==> src/rtl/aafsp_pkg.sv <==
// shared types and constants for the aligned first-fit segment placer
package aafsp_pkg;

  localparam int ADDR_W = 40;
  localparam int LEN_W  = 32;
  localparam int SHIFT_W = 5;
  // working width for candidate and end addresses (base + length + rounding)
  localparam int CALC_W = 42;
  localparam logic [CALC_W-1:0] ADDR_TOP = CALC_W'(64'h100_0000_0000);

  localparam int MAX_SEGMENTS_DEF = 16;
  localparam logic [SHIFT_W-1:0] PAGE_SHIFT_RST = 5'd12;

  localparam int CFG_IDX_W = 2;
  localparam logic [CFG_IDX_W-1:0] CFG_REGION_BASE   = 2'd0;
  localparam logic [CFG_IDX_W-1:0] CFG_REGION_LENGTH = 2'd1;
  localparam logic [CFG_IDX_W-1:0] CFG_PAGE_SHIFT    = 2'd2;

  localparam logic OP_FIRST_FIT = 1'b0;
  localparam logic OP_IDENTITY  = 1'b1;

  typedef enum logic [2:0] {
    STATUS_PLACED   = 3'd0,
    STATUS_ZERO_LEN = 3'd1,
    STATUS_NO_SPACE = 3'd2,
    STATUS_OVERLAP  = 3'd3,
    STATUS_FULL     = 3'd4
  } status_t;

  typedef struct packed {
    logic                op;
    logic [LEN_W-1:0]    seg_length;
    logic [SHIFT_W-1:0]  align_shift;
    logic [ADDR_W-1:0]   ident_base;
  } in_item_t;

  typedef struct packed {
    status_t             status;
    logic [ADDR_W-1:0]   placed_base;
  } out_item_t;

  typedef struct packed {
    logic [ADDR_W-1:0] base;
    logic [LEN_W-1:0]  length;
  } entry_t;

endpackage

==> src/rtl/aligned_first_fit_segment_placer.sv <==
// top level: segment table kept sorted by base, walked by a shared adder under a sequencer
//
//  channel | direction | handshake           | payload
//  in_     | input     | in_valid / in_stall  | in_item (op, seg_length, align_shift, ident_base)
//  out_    | output    | out_valid / out_stall| out_item (status, placed_base)
//  cfg_    | input     | cfg_valid / cfg_ready| cfg_index, cfg_data
//
// zero length or full table: the item goes from accept straight to the final step, which loads the result register.
// first fit: each gap tried takes a read, a round and add, and a compare; each stored
//   segment above the slot is then moved up one place to open it.
// identity: each stored segment is checked for overlap, and those above the slot are moved up as for first fit.
// reset (synchronous) empties the table and loads the register reset values.
// a finished result waits in the output register while out_stall is high; the
//   next item is taken meanwhile and holds in its last step until the register frees.
module aligned_first_fit_segment_placer #(
  parameter int MAX_SEGMENTS = aafsp_pkg::MAX_SEGMENTS_DEF
) (
  input  logic                                   clk,
  input  logic                                   rst_n,
  input  logic                                   in_valid,
  output logic                                   in_stall,
  input  aafsp_pkg::in_item_t                    in_item,
  output logic                                   out_valid,
  input  logic                                   out_stall,
  output aafsp_pkg::out_item_t                   out_item,
  input  logic                                   cfg_valid,
  output logic                                   cfg_ready,
  input  logic [aafsp_pkg::CFG_IDX_W-1:0]        cfg_index,
  input  logic [aafsp_pkg::ADDR_W-1:0]           cfg_data
);

  localparam int IDX_W = (MAX_SEGMENTS > 1) ? $clog2(MAX_SEGMENTS) : 1;
  localparam int CNT_W = $clog2(MAX_SEGMENTS + 1);
  localparam int CW    = aafsp_pkg::CALC_W;
  localparam int AW    = aafsp_pkg::ADDR_W;

  typedef enum logic [8:0] {
    ST_IDLE = 9'b000000001,
    ST_PREP = 9'b000000010,
    ST_RD   = 9'b000000100,
    ST_END  = 9'b000001000,
    ST_CMP  = 9'b000010000,
    ST_SHR  = 9'b000100000,
    ST_SHW  = 9'b001000000,
    ST_WNEW = 9'b010000000,
    ST_FIN  = 9'b100000000
  } state_t;

  state_t state_r, state_nxt;

  aafsp_pkg::in_item_t  item_r, item_nxt;
  aafsp_pkg::status_t   status_r, status_nxt;
  logic [AW-1:0]        where_r, where_nxt;
  logic [CNT_W-1:0]     cnt_r, cnt_nxt;
  logic [CNT_W-1:0]     idx_r, idx_nxt;
  logic [CNT_W-1:0]     pos_r, pos_nxt;
  logic [CNT_W-1:0]     k_r, k_nxt;
  logic [CW-1:0]        prev_r, prev_nxt;
  logic [CW-1:0]        cand_r, cand_nxt;
  logic [CW-1:0]        end_r, end_nxt;
  logic [CW-1:0]        lim_r, lim_nxt;

  logic [AW-1:0]                  region_base_r;
  logic [AW-1:0]                  region_length_r;
  logic [aafsp_pkg::SHIFT_W-1:0]  page_shift_r;

  logic                 out_valid_r, out_valid_nxt;
  aafsp_pkg::out_item_t out_item_r, out_item_nxt;

  // segment table, kept in ascending base order
  aafsp_pkg::entry_t    mem [MAX_SEGMENTS];
  aafsp_pkg::entry_t    rd_q;
  logic                 rd_en;
  logic [IDX_W-1:0]     rd_addr;
  logic                 wr_en;
  logic [IDX_W-1:0]     wr_addr;
  aafsp_pkg::entry_t    wr_data;

  // shared adder
  logic [CW-1:0] add_a, add_b, add_y;

  logic [aafsp_pkg::SHIFT_W-1:0] sh_c;
  logic [CW-1:0]                 mask_c;
  logic [CW-1:0]                 rd_base_x, rd_end_lim, ib_x, len_x;
  logic                          is_ident, accept, fit, overlap, out_free;

  assign accept    = in_valid && !in_stall;
  assign in_stall  = (state_r != ST_IDLE);
  assign cfg_ready = 1'b1;
  assign out_valid = out_valid_r;
  assign out_item  = out_item_r;
  assign out_free  = !out_valid_r || !out_stall;

  assign is_ident  = (item_r.op == aafsp_pkg::OP_IDENTITY);
  assign rd_base_x = CW'(rd_q.base);
  assign ib_x      = CW'(item_r.ident_base);
  assign len_x     = CW'(item_r.seg_length);
  assign sh_c      = (item_r.align_shift > page_shift_r) ? item_r.align_shift : page_shift_r;
  // the very first segment goes at the region base with no rounding
  assign mask_c    = (cnt_r == '0) ? '0 : ((CW'(1) << sh_c) - CW'(1));
  assign add_y     = add_a + add_b;

  // after the last stored segment the gap ends at the region end
  assign rd_end_lim = (idx_r == cnt_r) ? lim_r : rd_base_x;
  assign fit        = (end_r <= rd_end_lim) && (end_r <= aafsp_pkg::ADDR_TOP);
  // prev_r holds the stored segment's end, lim_r the new segment's end
  assign overlap    = (ib_x == rd_base_x)
                   || ((ib_x < rd_base_x) && (lim_r > rd_base_x))
                   || ((ib_x > rd_base_x) && (prev_r > ib_x));

  always_comb begin
    add_a = '0;
    add_b = '0;
    case (state_r)
      ST_PREP: begin
        if (is_ident) begin
          add_a = ib_x;
          add_b = len_x;
        end else begin
          add_a = CW'(region_base_r);
          add_b = CW'(region_length_r);
        end
      end
      ST_RD: begin
        add_a = prev_r;
        add_b = mask_c;
      end
      ST_END: begin
        if (is_ident) begin
          add_a = rd_base_x;
          add_b = CW'(rd_q.length);
        end else begin
          add_a = cand_r;
          add_b = len_x;
        end
      end
      ST_CMP: begin
        add_a = rd_base_x;
        add_b = CW'(rd_q.length);
      end
      default: begin
        add_a = '0;
        add_b = '0;
      end
    endcase
  end

  always_comb begin
    state_nxt     = state_r;
    item_nxt      = item_r;
    status_nxt    = status_r;
    where_nxt     = where_r;
    cnt_nxt       = cnt_r;
    idx_nxt       = idx_r;
    pos_nxt       = pos_r;
    k_nxt         = k_r;
    prev_nxt      = prev_r;
    cand_nxt      = cand_r;
    end_nxt       = end_r;
    lim_nxt       = lim_r;
    out_item_nxt  = out_item_r;
    out_valid_nxt = out_valid_r && out_stall;
    rd_en         = 1'b0;
    rd_addr       = idx_r[IDX_W-1:0];
    wr_en         = 1'b0;
    wr_addr       = k_r[IDX_W-1:0];
    wr_data       = rd_q;

    case (state_r)
      ST_IDLE: begin
        if (accept) begin
          item_nxt  = in_item;
          where_nxt = '0;
          idx_nxt   = '0;
          pos_nxt   = '0;
          if (in_item.seg_length == '0) begin
            status_nxt = aafsp_pkg::STATUS_ZERO_LEN;
            state_nxt  = ST_FIN;
          end else if (cnt_r == CNT_W'(MAX_SEGMENTS)) begin
            status_nxt = aafsp_pkg::STATUS_FULL;
            state_nxt  = ST_FIN;
          end else begin
            state_nxt = ST_PREP;
          end
        end
      end
      ST_PREP: begin
        lim_nxt   = add_y;
        prev_nxt  = CW'(region_base_r);
        state_nxt = ST_RD;
      end
      ST_RD: begin
        if (is_ident && (idx_r == cnt_r)) begin
          status_nxt = aafsp_pkg::STATUS_PLACED;
          where_nxt  = item_r.ident_base;
          k_nxt      = cnt_r;
          state_nxt  = ST_SHR;
        end else begin
          rd_en     = (idx_r != cnt_r);
          cand_nxt  = add_y & ~mask_c;
          state_nxt = ST_END;
        end
      end
      ST_END: begin
        if (is_ident) begin
          prev_nxt = add_y;
        end else begin
          end_nxt = add_y;
        end
        state_nxt = ST_CMP;
      end
      ST_CMP: begin
        if (is_ident) begin
          if (overlap) begin
            status_nxt = aafsp_pkg::STATUS_OVERLAP;
            state_nxt  = ST_FIN;
          end else begin
            if (ib_x > rd_base_x) begin
              pos_nxt = idx_r + CNT_W'(1);
            end
            idx_nxt   = idx_r + CNT_W'(1);
            state_nxt = ST_RD;
          end
        end else if (fit) begin
          status_nxt = aafsp_pkg::STATUS_PLACED;
          where_nxt  = cand_r[AW-1:0];
          pos_nxt    = idx_r;
          k_nxt      = cnt_r;
          state_nxt  = ST_SHR;
        end else if (idx_r == cnt_r) begin
          status_nxt = aafsp_pkg::STATUS_NO_SPACE;
          state_nxt  = ST_FIN;
        end else begin
          prev_nxt  = add_y;
          idx_nxt   = idx_r + CNT_W'(1);
          state_nxt = ST_RD;
        end
      end
      ST_SHR: begin
        if (k_r == pos_r) begin
          state_nxt = ST_WNEW;
        end else begin
          rd_en     = 1'b1;
          rd_addr   = IDX_W'(k_r - CNT_W'(1));
          state_nxt = ST_SHW;
        end
      end
      ST_SHW: begin
        // move one segment up a slot
        wr_en     = 1'b1;
        wr_addr   = k_r[IDX_W-1:0];
        wr_data   = rd_q;
        k_nxt     = k_r - CNT_W'(1);
        state_nxt = ST_SHR;
      end
      ST_WNEW: begin
        wr_en          = 1'b1;
        wr_addr        = pos_r[IDX_W-1:0];
        wr_data.base   = where_r;
        wr_data.length = item_r.seg_length;
        cnt_nxt        = cnt_r + CNT_W'(1);
        state_nxt      = ST_FIN;
      end
      ST_FIN: begin
        if (out_free) begin
          out_item_nxt.status      = status_r;
          out_item_nxt.placed_base = where_r;
          out_valid_nxt            = 1'b1;
          state_nxt                = ST_IDLE;
        end
      end
      default: begin
        state_nxt = ST_IDLE;
      end
    endcase
  end

  always_ff @(posedge clk) begin
    if (!rst_n) begin
      state_r         <= ST_IDLE;
      cnt_r           <= '0;
      out_valid_r     <= 1'b0;
      region_base_r   <= '0;
      region_length_r <= '0;
      page_shift_r    <= aafsp_pkg::PAGE_SHIFT_RST;
    end else begin
      state_r     <= state_nxt;
      cnt_r       <= cnt_nxt;
      out_valid_r <= out_valid_nxt;
      if (cfg_valid && cfg_ready) begin
        case (cfg_index)
          aafsp_pkg::CFG_REGION_BASE:   region_base_r   <= cfg_data;
          aafsp_pkg::CFG_REGION_LENGTH: region_length_r <= cfg_data;
          aafsp_pkg::CFG_PAGE_SHIFT:    page_shift_r    <= cfg_data[aafsp_pkg::SHIFT_W-1:0];
          default: begin
          end
        endcase
      end
    end
  end

  always_ff @(posedge clk) begin
    item_r     <= item_nxt;
    status_r   <= status_nxt;
    where_r    <= where_nxt;
    idx_r      <= idx_nxt;
    pos_r      <= pos_nxt;
    k_r        <= k_nxt;
    prev_r     <= prev_nxt;
    cand_r     <= cand_nxt;
    end_r      <= end_nxt;
    lim_r      <= lim_nxt;
    out_item_r <= out_item_nxt;
  end

  always_ff @(posedge clk) begin
    if (wr_en) begin
      mem[wr_addr] <= wr_data;
    end
    if (rd_en) begin
      rd_q <= mem[rd_addr];
    end
  end

endmodule

==> config.mk <==
export PLATFORM = sky130hd
export DESIGN_NAME = aligned_first_fit_segment_placer
export DESIGN_NICKNAME = d
export VERILOG_FILES = /design/src/rtl/aafsp_pkg.sv /design/src/rtl/aligned_first_fit_segment_placer.sv
export SDC_FILE = /design/constraint.sdc
export NUM_CORES = 2
export LEC_CHECK = 0
export BUFFER_PORTS_ARGS = -buffer_cell sky130_fd_sc_hd__buf_2
export CAP_MARGIN = 20
export CELL_PAD_IN_SITES_DETAIL_PLACEMENT = 0
export CELL_PAD_IN_SITES_GLOBAL_PLACEMENT = 1
export CORE_MARGIN = 5
export CORE_UTILIZATION = 47
export DETAILED_ROUTE_END_ITERATION = 16
export PLACE_DENSITY_LB_ADDON = 0.08
export RECOVER_POWER = 25
export SYNTH_ARGS = -nofsm -noshare
export SYNTH_HDL_FRONTEND = slang
export SYNTH_SLANG_ARGS = --single-unit
==> constraint.sdc <==
create_clock -name clk -period 7.4 [get_ports clk]
set_clock_uncertainty 0.2 [all_clocks]
set_input_delay 0.37 -clock clk [delete_from_list [all_inputs] [get_ports clk]]
set_output_delay 0.37 -clock clk [all_outputs]
set_load 0.01 [all_outputs]
; After elaboration in Yosys (flattened, before gate mapping)
; Memories as Yosys holds them, arrays and structs flattened. A register that Yosys moved wholly into a read port is not among the register bits.
; Cells that the tools add are included.
[word_totals]
reg_bits = 447
latchBits = 0
ram_bits = 1152
romBits = 0
out_inout_bits = 46
wordCells = 172
n_memories = 1
[mem_list]
columns = memory, depth, word_bits, rd, rd_clocked_by_memory_dff, write_ports, line_no
row1 = mem, 16, 72, 1, 1, 1, aligned_first_fit_segment_placer.sv:71  ; aafsp_pkg::entry_t mem [MAX_SEGMENTS];
[op_classes]
add_sub_neg = 5
multipliers = 0
n_div = 0
magnitude_cmp = 7
n_eq_ne = 33
shifts = 1
mux = 66
n_bitwise = 4
reduce_logical = 34
[op_table]
columns = op, count
row1 = one-hot mux 42 bit (4 select lines), 2
row2 = 2-to-1 mux 42 bit, 7
row3 = 2-to-1 mux 40 bit, 6
row4 = one-hot mux 42 bit (3 select lines), 1
row5 = one-hot mux 40 bit (3 select lines), 1
row6 = > comparator 42 x 40 -> 1 bit, 2
row7 = one-hot mux 9 bit (9 select lines), 1
row8 = 2-to-1 mux 72 bit, 1
row9 = 2-to-1 mux 9 bit, 8
row10 = 2-to-1 mux 5 bit, 13
row11 = adder 42 bit, 1
row12 = AND 42 bit, 1
row13 = "<= comparator 42 x 41 -> 1 bit, second input constant", 1
row14 = <= comparator 42 bit, 1
row15 = NOT 42 bit, 1
row16 = "<< shifter 1 x 5 -> 42 bit, first input constant", 1
row17 = "subtractor 42 x 1 -> 42 bit, second input constant", 1
row18 = equality test 40 bit, 1
row19 = > comparator 40 bit, 1
row20 = < comparator 40 bit, 1
row21 = zero test 32 bit, 1
row22 = 2-to-1 mux 32 bit, 1
row23 = 2-to-1 mux 3 bit, 8
row24 = "inequality test 3 bit, second input constant", 7
row25 = other kinds (41), 81

; Depth between registers and ports, before layout
[logic_depth]
depth_word = 11
depth_mapped = 27
depth_no_buf = 25

; Worst setup path before layout
; OpenSTA, ideal clock, no wires.
[synth_timing]
path_type = register to register
startpoint = register idx_r[0]
endpoint = register, netlist name rd_base_x[0]
t_arrival_ps = 6454
path_slack_ps = 145
path_stages_with_launch = 7
n_path_buf = 3
cell_sequence = edfxtp_1 > clkbuf_1 > xor2_1 > nor3_1 > clkbuf_1 > buf_1 > o21ai_0
[synth_between]
elab_chain_len = 4
word_cells_on_any_way = 7
classes_between = eq/ne: 2 / mux: 4 / reduce/logical: 1
[synth_rtl]
columns = item, line_no
row1 = "start, declared", aligned_first_fit_segment_placer.sv:55  ; logic [CNT_W-1:0] idx_r, idx_nxt;
row2 = "start signal, assigned", aligned_first_fit_segment_placer.sv:306  ; idx_r <= idx_nxt;
row3 = equality test 5 bit, aligned_first_fit_segment_placer.sv:193  ; if (is_ident && (idx_r == cnt_r)) begin
row4 = logical AND 1 bit, aligned_first_fit_segment_placer.sv:193
row5 = 2-to-1 mux 1 bit *, aligned_first_fit_segment_placer.sv:193
row6 = one-hot mux 1 bit (2 select lines) *, aligned_first_fit_segment_placer.sv:169  ; case (state_r)
row7 = named net rd_en, aligned_first_fit_segment_placer.sv:73  ; logic rd_en;
; Mark *: on every way through the listed nets, which the timed path passes. The rest lies on a longest branch.
; A chain may end at the register's enable or synchronous reset.

; Final worst setup path
[layout_timing]
startpoint = register item_r[43] (netlist name)
endpoint = register prev_r[39] (data pin)
[layout_between]
elab_chain_len = 11
word_cells_on_any_way = 12
classes_between = add/sub: 2 / order compare: 1 / shift: 1 / mux: 8
[layout_rtl]
columns = item, line_no
row1 = "start, declared", aligned_first_fit_segment_placer.sv:51  ; aafsp_pkg::in_item_t item_r, item_nxt;
row2 = "start signal, assigned", aligned_first_fit_segment_placer.sv:303  ; item_r <= item_nxt;
row3 = > comparator 5 bit, aligned_first_fit_segment_placer.sv:98  ; assign sh_c = (item_r.align_shift > page_shift_r) ? item_r.align_shift : page_shift_r;
row4 = 2-to-1 mux 5 bit *, aligned_first_fit_segment_placer.sv:98
row5 = << shifter 1 x 5 -> 42 bit *, aligned_first_fit_segment_placer.sv:100  ; assign mask_c = (cnt_r == '0) ? '0 : ((CW'(1) << sh_c) - CW'(1));
row6 = subtractor 42 x 1 -> 42 bit *, aligned_first_fit_segment_placer.sv:100
row7 = 2-to-1 mux 42 bit *, aligned_first_fit_segment_placer.sv:100
row8 = one-hot mux 42 bit (4 select lines) *, aligned_first_fit_segment_placer.sv:114  ; case (state_r)
row9 = adder 42 bit *, aligned_first_fit_segment_placer.sv:101  ; assign add_y = add_a + add_b;
row10 = named net add_y[39], aligned_first_fit_segment_placer.sv:80  ; logic [CW-1:0] add_a, add_b, add_y;
row11 = 2-to-1 mux 42 bit, aligned_first_fit_segment_placer.sv:230  ; end else if (idx_r == cnt_r) begin
row12 = 2-to-1 mux 42 bit, aligned_first_fit_segment_placer.sv:224  ; end else if (fit) begin
row13 = 2-to-1 mux 42 bit, aligned_first_fit_segment_placer.sv:213  ; if (is_ident) begin
row14 = one-hot mux 42 bit (3 select lines) *, aligned_first_fit_segment_placer.sv:169
row15 = named net prev_nxt[39], aligned_first_fit_segment_placer.sv:58  ; logic [CW-1:0] prev_r, prev_nxt;
row16 = "end signal, assigned", aligned_first_fit_segment_placer.sv:309  ; prev_r <= prev_nxt;
row17 = "end, declared", aligned_first_fit_segment_placer.sv:58
; Mark *: on every way through the listed nets, which the timed path passes. The rest lies on a longest branch. The select of a mux whose other input is x is not followed.

==> results by group <==
Run status
  – Status: finished with violations
  – Failing checks: max-capacitance violations, max-slew violations

Pwr
  – Seq pwr share: 46.3%
  – Worst VDD drop: around 0.23 mV
  – Clock share of power: 35.2%
  – Combinational Power Share: 18.6%
  – Power density cells: 290 nW/um2
  – Switching portion of total power: 29.8%
  – Power Internal: 17200 uW
  – Switching power: about 7300 uW
  – Lkg Pwr: roughly 0.029 uW

Drt
  – Via/cell ratio: 6.02
  – DRT iter0 DRCs: 4816
  – Post-route ant nets: 0
  – Vias: roughly 50k
  – DR WL/cell: between 20 and 30 um
  – Drt pass-1 iters: 6
  – DRC Markers: 0
  – Routed wire length: 241000 um

Place
  – DP Worst Slack: around 440 ps
  – Detailed placement HPWL: 153000 um
  – Port Buffer Count: ~170
  – Gp weighted congestion: 0.943

Floorplanning
  – I/O Pins: 171
  – Die X: 407 um
  – Placeable core area: 156000 um2
  – Die area: about 170000 um2
  – Die Y: 407 um
  – Initial Utilization: between 40% and 50%
  – # rows: 145

Synthesis
  – Largest area contributor in the netlist: edfxtp_1
  – Syn_nets: between 5k and 6k
  – Synth async-reset ratio: 0%
  – Cell variety after synth: 89
  – Yosys Warn Count: 0
  – Ys flop type: edfxtp_1
  – Mapped Area: 74100 um2
  – Yosys top cell area share: 63.7%
  – Post-synthesis instance total: 5656
  – EDFF count, synth: ~1.6k
  – Synth top area cells: edfxtp_1, a211oi_1, nand2_1, ha_1, dfxtp_1
  – Seq/Total Area, Yosys: 66.4%
  – #FFs+latches synth: 1671
  – Avg Inst Size Synth: ~13 um2

Finish
  – Layout area overhead: 14.0%
  – Final Core Density: 54.0%
  – FILL cells: about 13k
  – Layout cell share with drive strength beyond 1: 9.00%
  – Net count, final: around 6.3k

CTS
  – Clock H-tree levels: 4
  – Clock sink count: 1671
  – Longest Clk Path Bufs: 3
  – Root buffer cell: clkbuf_16
  – Worst skew pair latency: 820 ps
  – Clock slew at reported path FFs: around 70 ps
  – Inserted Clock Buffers: 177
  – CTS tree: done
  – Post-CTS setup buffer count: 0

Critical path
  – Setup Crit Path Kind: flop to flop
  – Worst EP required: 7760 ps
  – Slowest stage delay, CP: about 590 ps
  – CP dominant cell by count: ha_1
  – Crit Path Max Fanout: 17
  – Worst path slowest cell: a2111oi_1
  – Kind of cell adding the most delay to the critical path: compound AO/OA/AOI/OAI gates
  – CP endpoint kind: flop
  – Startpoint Class: flop
  – CP Data Arrival Time: approximately 7500 ps
  – Critical-path cell list: ha_1 > and3_1 > o21a_1 > o31a_1 > mux2_2 > nor2_2 > nand2_1 > or3_4 > ha_1 > buf_4 > nand2_1 > o32ai_1 > a21oi_1 > o21ai_0 > ha_1 > inv_1 > nor2_1 > nand4b_1 > a2111oi_1 > o21ai_0 > o211ai_1 > a21oi_1 > xnor2_1 > mux2_2
  – CP Buf/Inv Count: 2

Global route
  – Vias in the first global route: 46.9k
  – Largest net degree at the start of global routing: around 190
  – Total GRT Usage: ~29%
  – Global-route wire length before repair: 340000 um
  – Grt ovf: 0
  – Initial antenna violation count: 8

Timing
  – Worst-Margin Slew: 3440 ps
  – Final-report setup violation count: 0
  – Final worst slack: 315 ps
  – Slew HR: -129%
  – Minimum clock period: between 7000 and 8000 ps
  – Max Slew Vio Count: 505
  – Setup TNS: 0 ps
  – Hold Violations, Final: 0
  – Unrepaired setup endpoints after global routing: no
  – FMAX: 141 MHz
  – Fin crit share: 95.7%

Worst hold path
  – Hold Crit Class: input port to flop

Flow run
  – Max-cap viol count: 14
-- synth_stat cells (139+ instances only) --
master,n
nor2b_1,305
mux2i_1,193
a211oi_1,517
o21ai_0,198
a21oi_1,275
edfxtp_1,1571
clkbuf_1,233
nand2_1,769
inv_1,139
ha_1,213
nor2_1,151
a31oi_1,155
-- through the flow --
step | instance area [um2] | power [uW] | cells | hold WS (ps)
after floorplan | 74100 | 14300 | 5656 | 200
after global placement | 77700 | 16000 | 7678 | 212
after detailed placement | 77700 | 16000 | 7681 | 211
after CTS | 84700 | 24700 | 8140 | 14.0
after global routing | 84400 | 25500 | 8148 | 52.7
final | 84400 | 24500 | 8154 | 71.5
-- state kept, by name (all words and copies together) (netlist names), 9 cells and up --
signal / flops
mem: 1152
out_item: 43
cand_r: 42
end_r: 42
lim_r: 42
prev_r: 42
ib_x: 40
rd_base_x: 40
region_base_r: 40
region_length_r: 40
where_r: 40
item_r: 37
rd_q: 32
state_r: 9
-- routing by layer --
layer  track usage (%)  wire (um)  up-vias
met5                 0         43        -
met4              9.49       8580        6
met3              4.07      13800      397
met2              46.2     113000     1695
met1              40.0     105000    24800
li1                  -          -    22200
-- cells in the final DEF (no fill, tap or decap), types with 38 or more instances in the layout --
master,synthesis,routed
a211oi_1,517,517
a21boi_0,89,89
a21oi_1,275,272
a22oi_1,51,51
a31oi_1,155,155
buf_2,78,68
buf_4,8,97
clkbuf_1,233,167
clkbuf_16,0,181
clkinv_1,0,44
dfxtp_1,100,100
dlygate4sd3_1,0,129
edfxtp_1,1571,1571
ha_1,213,213
inv_1,139,139
mux2_2,45,45
mux2i_1,193,193
nand2_1,769,768
nand3_1,59,59
nand4_1,38,38
nor2_1,151,132
nor2b_1,305,304
o21ai_0,198,178
xnor2_1,43,43
-- path summary, 6_finish.rpt --
kind,start,endpoint,slack (ps),depth (start not counted)
hold reg to reg,status_r[0],out_item[40],220,0
setup reg to reg,item_r[43],prev_r[39],320,24
hold / removal,in_item[26],ib_x[26],70,2
setup / recovery,item_r[43],prev_r[39],320,24
-- repair_timing --
action,CTS,global route
setup endpoints to repair,0,2
hold buffers,129,0
hold endpoints to repair,172,0
resized for setup,0,1
-- logic make-up (layout without fill, tap and decap cells) --
kind of cell	count (synthesis)	after routing	synth area share, %
AO/OA/AOI/OAI	1508	1508	13.7
AND/OR/NAND/NOR	1453	1453	9.13
buffers and inverters	498	931	2.92
XOR/XNOR	70	70	0.828
multiplexers	241	241	3.36
adder cells (fa/ha/maj)	214	214	3.62
flip-flops	1671	1671	66.4
other	1	8	0.00506
-- area by class of cell --
type	instances	area [um2]	share of cell area (%)
Clock inverter	106	897	1.06
Tap cell	2058	2570	3.05
Inverter	139	522	0.618
Timing Repair Buffer	462	3550	4.21
Multi-Input combinational cell	3487	22900	27.2
Antenna cell	7	17.5	0.0207
Clock buffer	224	4740	5.62
Sequential cell	1671	49200	58.3
-- worst reg2reg max path: stages (launching register included) --
cell and delay (ps):
edfxtp_1 420, ha_1 320, and3_1 180, o21a_1 140, o31a_1 400, mux2_2 410, nor2_2 170, nand2_1 100
or3_4 430, ha_1 320, buf_4 250, nand2_1 190, o32ai_1 120, a21oi_1 200, o21ai_0 130, ha_1 400
inv_1 80, nor2_1 170, nand4b_1 280, a2111oi_1 590, o21ai_0 290, o211ai_1 350, a21oi_1 220, xnor2_1 190
mux2_2 270
-- power groups by stage --
stage	clock network [uW]	registers (uW)	logic [uW]
6_report	8620	11300	4550
5_1_grt	9180	11300	4970
4_1_cts	8780	11300	4570
3_5_place_dp	0	11500	4500
3_3_place_gp	0	11500	4470
2_1_floorplan	0	11200	3140
(Power assumes the default switching activity.)
